**src/rtl/greedy_bipartite_matcher_assert.svh**
```systemverilog
`ifndef GREEDY_BIPARTITE_MATCHER_ASSERT_SVH
`define GREEDY_BIPARTITE_MATCHER_ASSERT_SVH
// Concurrent assertion helpers shared by the RTL.
`define GBM_ASSERT_IMP(lbl, ante, cons, msg) \
    lbl: assert property (@(posedge i_clk) disable iff (!i_rst_n) (ante) |-> (cons)) \
        else $error(msg);
`define GBM_ASSERT_NXT(lbl, ante, cons, msg) \
    lbl: assert property (@(posedge i_clk) disable iff (!i_rst_n) (ante) |=> (cons)) \
        else $error(msg);
`endif

```
**src/rtl/gbm_pkg.sv**
```systemverilog
package gbm_pkg;
    localparam int MAX_LEFT  = 32;
    localparam int MAX_RIGHT = 32;
    localparam int LW = $clog2(MAX_LEFT);
    localparam int RW = $clog2(MAX_RIGHT);
    localparam int MAX_PASSES = MAX_RIGHT + 2;
    localparam int PW = $clog2(MAX_PASSES + 1);

    localparam logic [1:0] FUNC_WRITE = 2'd0;
    localparam logic [1:0] FUNC_READ  = 2'd1;
    localparam logic [1:0] FUNC_MATCH = 2'd2;

    localparam logic [0:0] REG_LEFT_COUNT  = 1'b0;
    localparam logic [0:0] REG_RIGHT_COUNT = 1'b1;

    typedef logic [MAX_RIGHT-1:0] t_row;

    typedef struct packed {
        logic          we;
        logic [LW-1:0] waddr;
        t_row          wdata;
        logic [LW-1:0] raddr;
    } t_mem_req;

    function automatic logic [RW-1:0] lowest_bit(input t_row v);
        logic [RW-1:0] k;
        k = '0;
        for (int i = MAX_RIGHT - 1; i >= 0; i--) begin
            if (v[i]) begin
                k = RW'(i);
            end
        end
        return k;
    endfunction
endpackage

```
**src/rtl/gbm_adj_ram.sv**
```systemverilog
module gbm_adj_ram import gbm_pkg::*; (
    input  logic     i_clk,
    input  t_mem_req i_req,
    output t_row     o_rdata
);
    t_row r_mem [MAX_LEFT];

    always_ff @(posedge i_clk) begin
        if (i_req.we) begin
            r_mem[i_req.waddr] <= i_req.wdata;
        end
        o_rdata <= r_mem[i_req.raddr];
    end
endmodule

```
**src/rtl/greedy_bipartite_matcher.sv**
```systemverilog
// Greedy bipartite matcher.
// Input words carry a command in i_func with node indices and an edge value.
// A write edge command produces no output word; it reads the row and then
// writes the row back in the adjacency memory.
// A read edge command reads the row from the adjacency memory; in state S_RDD
// its output word is then registered.
// A match command clears the match state and loads all adjacency rows from the
// memory one per cycle into a row cache. It then runs passes over the left
// nodes, one left node per cycle, plus a search over the left nodes in use
// whenever a matched node looks for an unmatched neighbour of its old right
// node; passes repeat until one changes nothing, at most 34 times. It then
// emits one output word per left node in use, one per cycle while the
// receiver does not stall, the final one flagged by o_last_result.
// One command is worked on at a time; the input is stalled while busy.
// The output word sits in a register; while the receiver stalls the block
// waits and holds it unchanged.
// Reset clears the adjacency memory by a clearing pass over all 32 rows,
// during which no input word is accepted, clears the match state and sets both
// counts to 32. Configuration writes are taken at any time.
module greedy_bipartite_matcher import gbm_pkg::*; (
    input  logic          i_clk,
    input  logic          i_rst_n,
    input  logic          i_cfg_we,
    input  logic [0:0]    i_cfg_index,
    input  logic [5:0]    i_cfg_data,
    input  logic          i_valid,
    output logic          o_stall,
    input  logic [1:0]    i_func,
    input  logic [4:0]    i_left_index,
    input  logic [4:0]    i_right_index,
    input  logic          i_edge_value,
    output logic          o_valid,
    input  logic          i_stall,
    output logic [4:0]    o_out_left,
    output logic [4:0]    o_out_right,
    output logic          o_found,
    output logic          o_last_result
);
    `include "greedy_bipartite_matcher_assert.svh"

    localparam logic [3:0] S_CLEAR = 4'd0;
    localparam logic [3:0] S_IDLE  = 4'd1;
    localparam logic [3:0] S_WRD   = 4'd2;
    localparam logic [3:0] S_RDD   = 4'd3;
    localparam logic [3:0] S_LOAD  = 4'd4;
    localparam logic [3:0] S_PASS  = 4'd5;
    localparam logic [3:0] S_SRCH  = 4'd6;
    localparam logic [3:0] S_EMIT  = 4'd7;
    localparam logic [3:0] S_OUTW  = 4'd8;

    logic [3:0]    r_state;
    logic [5:0]    r_lcnt, r_rcnt;
    logic [LW:0]   r_cnt;
    logic [LW-1:0] r_l, r_i;
    logic [PW-1:0] r_pass;
    logic          r_changed;
    logic [LW-1:0] r_li;
    logic [RW-1:0] r_ri;
    logic          r_ev, r_ok;
    t_row          r_cache [MAX_LEFT];
    logic [RW-1:0] r_match [MAX_LEFT];
    logic [MAX_LEFT-1:0]  r_lm;
    t_row          r_rm;
    logic          r_load_v;
    logic [LW-1:0] r_load_a;

    t_mem_req req;
    t_row     rdata;

    gbm_adj_ram u_ram (.i_clk(i_clk), .i_req(req), .o_rdata(rdata));

    logic [LW:0] nl, nr;
    t_row        rmask;
    always_comb begin
        nl = (r_lcnt == 6'd0) ? (LW+1)'(1) :
             (r_lcnt > 6'(MAX_LEFT)) ? (LW+1)'(MAX_LEFT) : (LW+1)'(r_lcnt);
        nr = (r_rcnt == 6'd0) ? (LW+1)'(1) :
             (r_rcnt > 6'(MAX_RIGHT)) ? (LW+1)'(MAX_RIGHT) : (LW+1)'(r_rcnt);
        for (int k = 0; k < MAX_RIGHT; k++) begin
            rmask[k] = (k < int'(nr));
        end
    end

    t_row          cur_row, freeb;
    logic [RW-1:0] cur_r, old_r;
    logic          last_l, last_i, cand;
    always_comb begin
        cur_row = r_cache[r_l] & rmask;
        freeb   = cur_row & ~r_rm;
        cur_r   = lowest_bit(freeb);
        old_r   = r_match[r_l];
        last_l  = ({1'b0, r_l} + 1'b1) == nl;
        last_i  = ({1'b0, r_i} + 1'b1) == nl;
        cand    = (r_i != r_l) && r_cache[r_i][old_r] && rmask[old_r] && !r_lm[r_i];
    end

    logic in_acc, out_acc;
    assign o_stall = (r_state != S_IDLE);
    assign in_acc  = i_valid && !o_stall;
    assign out_acc = o_valid && !i_stall;

    always_comb begin
        req = '0;
        req.raddr = i_left_index;
        if (r_state == S_CLEAR) begin
            req.we = 1'b1;
            req.waddr = r_cnt[LW-1:0];
        end else if (r_state == S_WRD) begin
            req.we = r_ok;
            req.waddr = r_li;
            req.wdata = rdata;
            req.wdata[r_ri] = r_ev;
        end else if (r_state == S_LOAD) begin
            req.raddr = r_cnt[LW-1:0];
        end
    end

    always_ff @(posedge i_clk) begin
        r_load_v <= (r_state == S_LOAD);
        r_load_a <= r_cnt[LW-1:0];
        if (r_load_v) begin
            r_cache[r_load_a] <= rdata;
        end
        if (in_acc) begin
            r_li   <= i_left_index;
            r_ri   <= i_right_index;
            r_ev   <= i_edge_value;
            r_ok   <= ({1'b0, i_left_index} < nl) && ({1'b0, i_right_index} < nr);
        end
        if (!i_rst_n) begin
            r_state <= S_CLEAR;
            r_cnt   <= '0;
            r_lcnt  <= 6'd32;
            r_rcnt  <= 6'd32;
            r_lm    <= '0;
            r_rm    <= '0;
            o_valid <= 1'b0;
        end else begin
            if (i_cfg_we) begin
                if (i_cfg_index == REG_LEFT_COUNT) r_lcnt <= i_cfg_data;
                else                               r_rcnt <= i_cfg_data;
            end
            if (out_acc && r_state != S_EMIT) begin
                o_valid <= 1'b0;
            end
            case (r_state)
                S_CLEAR: begin
                    r_cnt <= r_cnt + 1'b1;
                    if (r_cnt[LW-1:0] == LW'(MAX_LEFT - 1)) r_state <= S_IDLE;
                end
                S_IDLE: begin
                    if (in_acc) begin
                        case (i_func)
                            FUNC_WRITE: r_state <= S_WRD;
                            FUNC_READ:  r_state <= S_RDD;
                            FUNC_MATCH: begin
                                r_state <= S_LOAD;
                                r_cnt   <= '0;
                                r_lm    <= '0;
                                r_rm    <= '0;
                                r_pass  <= '0;
                            end
                            default: r_state <= S_IDLE;
                        endcase
                    end
                end
                S_WRD: r_state <= S_IDLE;
                S_RDD: begin
                    o_valid       <= 1'b1;
                    o_out_left    <= r_li;
                    o_out_right   <= r_ri;
                    o_found       <= r_ok && rdata[r_ri];
                    o_last_result <= 1'b1;
                    r_state       <= S_OUTW;
                end
                S_LOAD: begin
                    r_cnt <= r_cnt + 1'b1;
                    if (r_cnt[LW-1:0] == LW'(MAX_LEFT - 1)) begin
                        r_state   <= S_PASS;
                        r_l       <= '0;
                        r_changed <= 1'b0;
                    end
                end
                S_PASS: begin
                    if (r_load_v) begin
                        r_state <= S_PASS;
                    end else if (freeb != '0 && r_lm[r_l]) begin
                        r_i     <= '0;
                        r_state <= S_SRCH;
                    end else begin
                        if (freeb != '0) begin
                            r_match[r_l] <= cur_r;
                            r_lm[r_l]    <= 1'b1;
                            r_rm[cur_r]  <= 1'b1;
                        end
                        if (last_l) begin
                            r_l       <= '0;
                            r_pass    <= r_pass + 1'b1;
                            r_changed <= 1'b0;
                            if (!(r_changed || freeb != '0) ||
                                r_pass == PW'(MAX_PASSES - 1)) begin
                                r_state <= S_EMIT;
                            end
                        end else begin
                            r_l <= r_l + 1'b1;
                            if (freeb != '0) begin
                                r_changed <= 1'b1;
                            end
                        end
                    end
                end
                S_SRCH: begin
                    if (cand || last_i) begin
                        if (cand) begin
                            r_match[r_l] <= cur_r;
                            r_match[r_i] <= old_r;
                            r_lm[r_i]    <= 1'b1;
                            r_rm[cur_r]  <= 1'b1;
                        end
                        if (last_l) begin
                            r_l       <= '0;
                            r_pass    <= r_pass + 1'b1;
                            r_changed <= 1'b0;
                            if (!(r_changed || cand) ||
                                r_pass == PW'(MAX_PASSES - 1)) begin
                                r_state <= S_EMIT;
                            end else begin
                                r_state <= S_PASS;
                            end
                        end else begin
                            r_l       <= r_l + 1'b1;
                            r_changed <= r_changed || cand;
                            r_state   <= S_PASS;
                        end
                    end else begin
                        r_i <= r_i + 1'b1;
                    end
                end
                S_EMIT: begin
                    if (!o_valid || out_acc) begin
                        o_valid       <= 1'b1;
                        o_out_left    <= r_l;
                        o_out_right   <= r_lm[r_l] ? r_match[r_l] : '0;
                        o_found       <= r_lm[r_l];
                        o_last_result <= last_l;
                        r_l           <= r_l + 1'b1;
                        if (last_l) r_state <= S_OUTW;
                    end
                end
                S_OUTW: begin
                    if (!o_valid || out_acc) r_state <= S_IDLE;
                end
                default: r_state <= S_IDLE;
            endcase
        end
    end

    `GBM_ASSERT_IMP(a_no_accept_busy, r_state != S_IDLE, !in_acc,
        "input accepted while busy")
    `GBM_ASSERT_NXT(a_hold_out, o_valid && i_stall, o_valid && $stable(o_out_left),
        "stalled output word changed")
    `GBM_ASSERT_IMP(a_no_out_clear, r_state == S_CLEAR || r_state == S_LOAD, !o_valid,
        "output word during clear or load")
    `GBM_ASSERT_NXT(a_read_out, r_state == S_RDD, o_valid && o_last_result,
        "read gave no result")
endmodule
```
**config.mk**
```make
export PLATFORM = sky130hd
export DESIGN_NAME = greedy_bipartite_matcher
export DESIGN_NICKNAME = d
export VERILOG_FILES = /design/src/rtl/gbm_pkg.sv /design/src/rtl/gbm_adj_ram.sv /design/src/rtl/greedy_bipartite_matcher.sv
export VERILOG_INCLUDE_DIRS = /design/src /design/src/rtl
export SDC_FILE = /design/constraint.sdc
export NUM_CORES = 2
export LEC_CHECK = 0
export BUFFER_PORTS_ARGS = -buffer_cell sky130_fd_sc_hd__buf_4
export CAP_MARGIN = 20
export CELL_PAD_IN_SITES_DETAIL_PLACEMENT = 1
export CELL_PAD_IN_SITES_GLOBAL_PLACEMENT = 1
export CORE_UTILIZATION = 55
export DETAILED_ROUTE_END_ITERATION = 12
export PLACE_DENSITY = 0.76
export SETUP_SLACK_MARGIN = 0.2
export SLEW_MARGIN = 20
export SYNTH_ARGS = -nofsm -noshare
export SYNTH_HDL_FRONTEND = slang
export SYNTH_SLANG_ARGS = --single-unit
```
**constraint.sdc**
```tcl
create_clock -name i_clk -period 5.9 [get_ports i_clk]
set_input_delay 0.885 -clock i_clk [delete_from_list [all_inputs] [get_ports i_clk]]
set_output_delay 0.885 -clock i_clk [all_outputs]
set_load 0.01 [all_outputs]
```
Word-level counts from Yosys, hierarchy flattened:

Memory sizes are Yosys's and may differ from the RTL's. A register that Yosys moved wholly into a read port is not among the register bits.
Cells that the tools add are included.

* divide/modulo/power cells: 0
* shift-type cells: 0
* bitwise gates (word level): 8
* reductions and logical operators: 47
* multipliers: 0
* magnitude comparators: 45
* equality and inequality tests: 34
* multiplexer cells: 147
* $add $sub $neg: 6

Operators by type and width (count)
* $mux 32: 12
* $mux 5: 50
* $pmux 32 s3: 2
* $lt 5x6->1 const A: 16
* $or 32x32->32: 3
* $mux 6: 11
* $and 32x32->32: 2
* $lt 4x6->1 const A: 8
* $mux 4: 12
* $mux 38: 1
* $mux 37: 1
* $mux 1: 35
* $bwmux 32: 1
* $not 32->32: 1
* $pmux 4 s8: 1
* $reduce_bool 32->1: 1
* $lt 5x6->1 const B: 5
* $pmux 5 s2: 3
* $bmux 1 s5: 5
* $lt 3x6->1 const A: 4
* $ne 2x2->1 const B: 12
* $reduce_and 7->1: 3
* $demux 1 s5: 4
* $ge 5x1->1 const B: 4
* 46 further kinds: 90

* ROM bits: 0
* memory bits (writable): 2208
* register bits after elaboration: 134
* memories: 3
* output and inout port bits: 14
* word-level logic and storage cells: 311
* bits of input ports: 25
* bits in latches: 0

Memories
* r_cache: words 32, width 32, read ports 2, clocked after Yosys merged registers in 2, wr ports 1, RTL line greedy_bipartite_matcher.sv:60 `t_row r_cache [MAX_LEFT];`
* u_ram.r_mem: words 32, width 32, read ports 1, clocked after Yosys merged registers in 1, wr ports 1, RTL line gbm_adj_ram.sv:6 `t_row r_mem [MAX_LEFT];`
* r_match: words 32, width 5, read ports 1, clocked after Yosys merged registers in 1, wr ports 2, RTL line greedy_bipartite_matcher.sv:61 `logic [RW-1:0] r_match [MAX_LEFT];`

Depth between registers and ports, before layout:

* word-level depth: 47
* gate-level depth with buffers: 19
* depth with buffers taken out: 11

By module:

From an unflattened synthesis, not the netlist that was laid out.

* cell total of the unflattened synthesis: 6391
* area, all modules: 106724.9 um^2

Modules (own cells, without submodules)
* greedy_bipartite_matcher: times used 1, cells each 4131, area an instance 66236.0 um^2, seq. area each 38827.2 um^2
* gbm_adj_ram: times used 1, cells each 2260, area an instance 40488.8 um^2, seq. area each 31390.1 um^2

Least setup slack after synthesis:

No wires, ideal clock.

* path type: flip-flop to flip-flop
* from: register (tool-made name)
* to: register r_pass[0], enable pin
* library setup time: 0.363 ns
* stages on the path, launching flop included: 17
* period minus slack after synthesis: 4.096 ns
* slack: 1.804 ns
* data required time: 5.537 ns
* arrival: 3.733 ns
* path through: dfxtp_1 -> buf_6 -> buf_8 -> buf_8 -> buf_8 -> buf_6 -> buf_2 -> mux4_2 -> a22oi_1 -> a21oi_1 -> o21ai_1 -> nand4b_1 -> nor4_4 -> a21oi_1 -> o21ai_2 -> o211ai_1 -> a21oi_1

RTL lines
* end signal, assigned: RTL line greedy_bipartite_matcher.sv:198 `r_pass <= r_pass + 1'b1;`
* end signal, assigned: RTL line greedy_bipartite_matcher.sv:222 `r_pass <= r_pass + 1'b1;`
* end, declared: RTL line greedy_bipartite_matcher.sv:55 `logic [PW-1:0] r_pass;`

==> metrics.txt <==
# TYPE chip_impl_metric gauge
chip_impl_info{name="status",value="finished, final reports clean"} 1
chip_impl_metric{name="fin_skew",unit="ns"} 0.0493
chip_impl_metric{name="globalRoute.totalOverflow",unit=""} 0
chip_impl_metric{name="synth_seq_area_share",unit=""} 0.654
chip_impl_info{name="crit_family",value="simple AND/OR/NAND/NOR gates"} 1
chip_impl_info{name="post_synth_main_area_contributors",value="edfxtp_1, mux4_2, mux2i_1"} 1
chip_impl_metric{name="final_hold_viol_count",unit=""} 0
chip_impl_metric{name="wire_length_of_the_first_global_routing_pass",unit="mm"} 527
chip_impl_metric{name="drt-met1-wl",unit="mm"} 132
chip_impl_metric{name="post_synth_instance_area",unit="mm^2"} 0.107
chip_impl_metric{name="final_nets",unit=""} 7018
chip_impl_metric{name="flow.area_growth_from_synthesis",unit="%"} 12.1
chip_impl_metric{name="maximum_number_of_pins_on_one_net_before_global_route_repair",unit=""} 138
chip_impl_metric{name="detail_route.wl_per_cell",unit="um"} 38.5
chip_impl_metric{name="grt_pass1_vias",unit=""} 72200
chip_impl_metric{name="largest_fanout_on_the_critical_path",unit=""} 33
chip_impl_metric{name="min_path_cells",unit=""} 1
chip_impl_metric{name="cts_buffers",unit=""} 238
chip_impl_metric{name="detailroute.wirelength.met3",unit="mm"} 38.5
chip_impl_info{name="layout_common_cells",value="edfxtp_1, nand2_1, mux4_2"} 1
chip_impl_info{name="critPathLaunchType",value="flip-flop"} 1
chip_impl_metric{name="detailroute.wirelength.met2",unit="mm"} 178
chip_impl_metric{name="place_ws",unit="ns"} 0.281
chip_impl_metric{name="post_synth_num_cell_types",unit=""} 100
chip_impl_metric{name="core_area",unit="mm^2"} 0.193
chip_impl_metric{name="vias_per_cell",unit=""} 7.28
chip_impl_metric{name="ff2ff_path_depth",unit=""} 12
chip_impl_metric{name="worstSkewPairLatency",unit="ns"} 0.91
chip_impl_metric{name="cellLeakagePower",unit="nW"} 40.1
chip_impl_metric{name="crit_arrival",unit="ns"} 6.08
chip_impl_metric{name="yosysWarningCount",unit=""} 0
chip_impl_metric{name="cts-hold-fix-buffers",unit=""} 0
chip_impl_metric{name="die_area",unit="mm^2"} 0.197
chip_impl_info{name="layout.cells.most_common",value="edfxtp_1"} 1
chip_impl_metric{name="globalplace.congestion",unit=""} 0.961
chip_impl_metric{name="finalSetupTns",unit="ns"} 0
chip_impl_metric{name="setup_violations",unit=""} 0
chip_impl_info{name="cts_root_buffer",value="clkbuf_16"} 1
chip_impl_metric{name="max-vdd-ir-drop",unit="uV"} 304
chip_impl_metric{name="r2r_slack",unit="ns"} 0.38
chip_impl_metric{name="timing_max_transition_violations_final",unit=""} 0
chip_impl_info{name="yosysTopAreaCell",value="edfxtp_1"} 1
chip_impl_metric{name="cp.buffers_inverters",unit=""} 2
chip_impl_metric{name="numClockSinks",unit=""} 2383
chip_impl_metric{name="synth-edff-count",unit=""} 2249
chip_impl_metric{name="async_flop_share",unit=""} 0
chip_impl_metric{name="worst_relative_slew_slack",unit=""} 0.195
chip_impl_metric{name="critical_path.max_stage_delay",unit="ns"} 0.75
chip_impl_metric{name="firstDrtPassIters",unit=""} 5
chip_impl_metric{name="power.density",unit="mW/mm^2"} 329
chip_impl_metric{name="largest_buffer_count_on_any_clock_path",unit=""} 3
chip_impl_info{name="regToRegEndpoint",value="r_match[10][1]"} 1
chip_impl_info{name="worstPathCellList",value="or3b_2 -> o22ai_1 -> or3_1 -> nor2_1 -> a2111oi_1 -> o21ai_0 -> a41oi_2 -> a21oi_4 -> buf_12 -> buf_4 -> nor3_4 -> a31o_1"} 1
chip_impl_metric{name="layout_min_cycle_time",unit="ns"} 5.52
chip_impl_metric{name="post-route-period-util",unit=""} 0.935
chip_impl_metric{name="cts_h_tree_depth",unit=""} 4
chip_impl_info{name="criticalPathCategory",value="reg2reg"} 1
chip_impl_info{name="holdPathEnd",value="r_ri[3]"} 1
chip_impl_metric{name="chipWidth",unit="um"} 444
chip_impl_info{name="min_path_type",value="in2reg"} 1
chip_impl_metric{name="drc_errors",unit=""} 0
chip_impl_metric{name="fin_ws",unit="ns"} 0.383
chip_impl_info{name="cts_tree",value="done"} 1
chip_impl_metric{name="drive_gt1_frac",unit=""} 0.215
chip_impl_metric{name="initial_utilization",unit=""} 0.556
chip_impl_metric{name="finalPower",unit="mW"} 39.6
chip_impl_metric{name="timing.max_cap.violations",unit=""} 0
chip_impl_info{name="synthFlopType",value="edfxtp_1"} 1
chip_impl_metric{name="first_iter_violations",unit=""} 10200
chip_impl_metric{name="flip_flop_and_latch_count_after_synthesis",unit=""} 2383
chip_impl_metric{name="antenna_found_initial",unit=""} 18
chip_impl_metric{name="fin_util",unit=""} 0.623
chip_impl_metric{name="clock.fmax",unit="MHz"} 181
chip_impl_metric{name="synth_cells",unit=""} 6895
chip_impl_metric{name="worst_margin_pin_slew",unit="ns"} 1.20
chip_impl_metric{name="critical_path_required",unit="ns"} 6.46
chip_impl_metric{name="syn-num-nets",unit=""} 6940
chip_impl_metric{name="routed_wl",unit="mm"} 374
chip_impl_info{name="crit_path_end_kind",value="flip-flop"} 1
chip_impl_info{name="timing.hold.worst.start",value="i_right_index[3]"} 1
chip_impl_metric{name="io_pins",unit=""} 39
chip_impl_metric{name="tot_gr_track_use",unit=""} 0.376
chip_impl_metric{name="row_count",unit=""} 161
chip_impl_metric{name="antenna_left",unit=""} 0
chip_impl_metric{name="die_height",unit="um"} 444
chip_impl_metric{name="cts_clk_pin_slew_worst_paths",unit="ns"} 0.06
chip_impl_metric{name="detailed_place_hpwl",unit="mm"} 226
chip_impl_info{name="route.top_layer_used",value="met5"} 1
chip_impl_metric{name="post-synth-top-area-fraction",unit=""} 0.629
chip_impl_metric{name="vias",unit=""} 70700
chip_impl_info{name="cpMaxStageDelayCell",value="dfxtp_4"} 1
chip_impl_metric{name="mean_syn_cell_area",unit="um^2"} 15.6
chip_impl_info{name="rsz0062_at_grt",value="no"} 1
chip_impl_metric{name="placement.io_buffers",unit=""} 38
## synth_stat cells, types with 18 or more instances
| cell type | n |
|---|---|
| nand2b_1 | 29 |
| nor3_1 | 44 |
| ha_1 | 20 |
| a22oi_1 | 102 |
| a211oi_1 | 366 |
| and2_1 | 266 |
| nand3_1 | 86 |
| a311oi_1 | 131 |
| o21ai_1 | 24 |
| nand3b_1 | 28 |
| nor4_1 | 18 |
| a31oi_1 | 139 |
| a32o_1 | 23 |
| mux2_2 | 19 |
| o21ai_0 | 87 |
| buf_1 | 53 |
| edfxtp_1 | 2249 |
| nand4_1 | 19 |
| mux4_2 | 563 |
| nand2_1 | 754 |
| inv_1 | 29 |
| mux2i_1 | 317 |
| nor2b_1 | 42 |
| a22o_1 | 46 |
| buf_6 | 20 |
| and2_0 | 19 |
| nor3_4 | 31 |
| and3_1 | 22 |
| clkbuf_1 | 372 |
| o22ai_1 | 42 |
| a21o_1 | 39 |
| dfxtp_1 | 134 |
| buf_4 | 30 |
| a21oi_1 | 188 |
| nor2_1 | 194 |
| buf_2 | 65 |
## per-layer routing
layer  track usage  up-vias
li1              -    27900
met1         0.482    36800
met2         0.604     4837
met3        0.0735     1180
met4         0.216       10
met5             0        -
## through the flow
step                cell area, um^2  instances  hold WS, ns
detailed placement           112000       9258        0.444
finish                       120000       9712        0.182
global placement             112000       9251        0.434
global route                 120000       9709        0.164
floorplan                    107000       6895        0.354
CTS                          120000       9708        0.142
## repair_timing
item / 4_1_cts / 5_1_grt
setup endpoints to repair: 0 / 60
gates resized for setup: 0 / 2
setup buffers: 0 / 0
hold endpoints to repair: 0 / 0
## where the power goes
group,leakage [nW],total [mW],switching (mW),internal (mW)
Combinational,14.7,3.97,3.09,0.882
Clock,3.85,15.3,6.73,8.60
Sequential,21.6,20.3,0.335,20.0
## cell families after synthesis
logic type,count (synthesis),share of synthesized area
AO/OA/AOI/OAI,1352,0.0904
XOR/XNOR,27,0.00220
adder cells (fa/ha/maj),20,0.00233
buffers and inverters,579,0.0243
flip-flops,2383,0.654
multiplexers,902,0.150
AND/OR/NAND/NOR,1632,0.0765
## worst max-delay path by stage
stage	startpoint	endpoint	slack, ns	cells past startpoint
6_report	flip-flop	r_match[10][1]	0.38	12
2_1_floorplan	flip-flop	r_pass[0]	1.80	16
4_1_cts	flip-flop	r_match[10][1]	0.21	13
5_1_grt	flip-flop	r_match[10][1]	0.33	13
3_5_place_dp	flip-flop	r_match[11][3]	0.28	13
3_3_place_gp	flip-flop	r_match[11][0]	0.37	13
## state kept, by name, indices dropped and copies added (netlist names), 4 cells and up, named ones only
register	cells
o_out_left	5
o_out_right	5
r_cache	1024
r_cnt	5
r_i	5
r_l	5
r_lcnt	6
r_li	5
r_lm	32
r_load_a	5
r_match	160
r_pass	6
r_rcnt	6
r_ri	5
r_rm	32
r_state	4
u_ram.o_rdata	32
u_ram.r_mem	1024
## layout make-up
class / count / area, um^2
antenna: 3 / 7.51
clock buffer: 295 / 6310
clock inverter: 155 / 1510
fill: 16900 / 72900
inverter: 31 / 116
multi-input combinational: 3933 / 35500
sequential: 2383 / 70300
tap: 2526 / 3160
timing repair buffer: 386 / 3500
(Power assumes the default switching activity.)
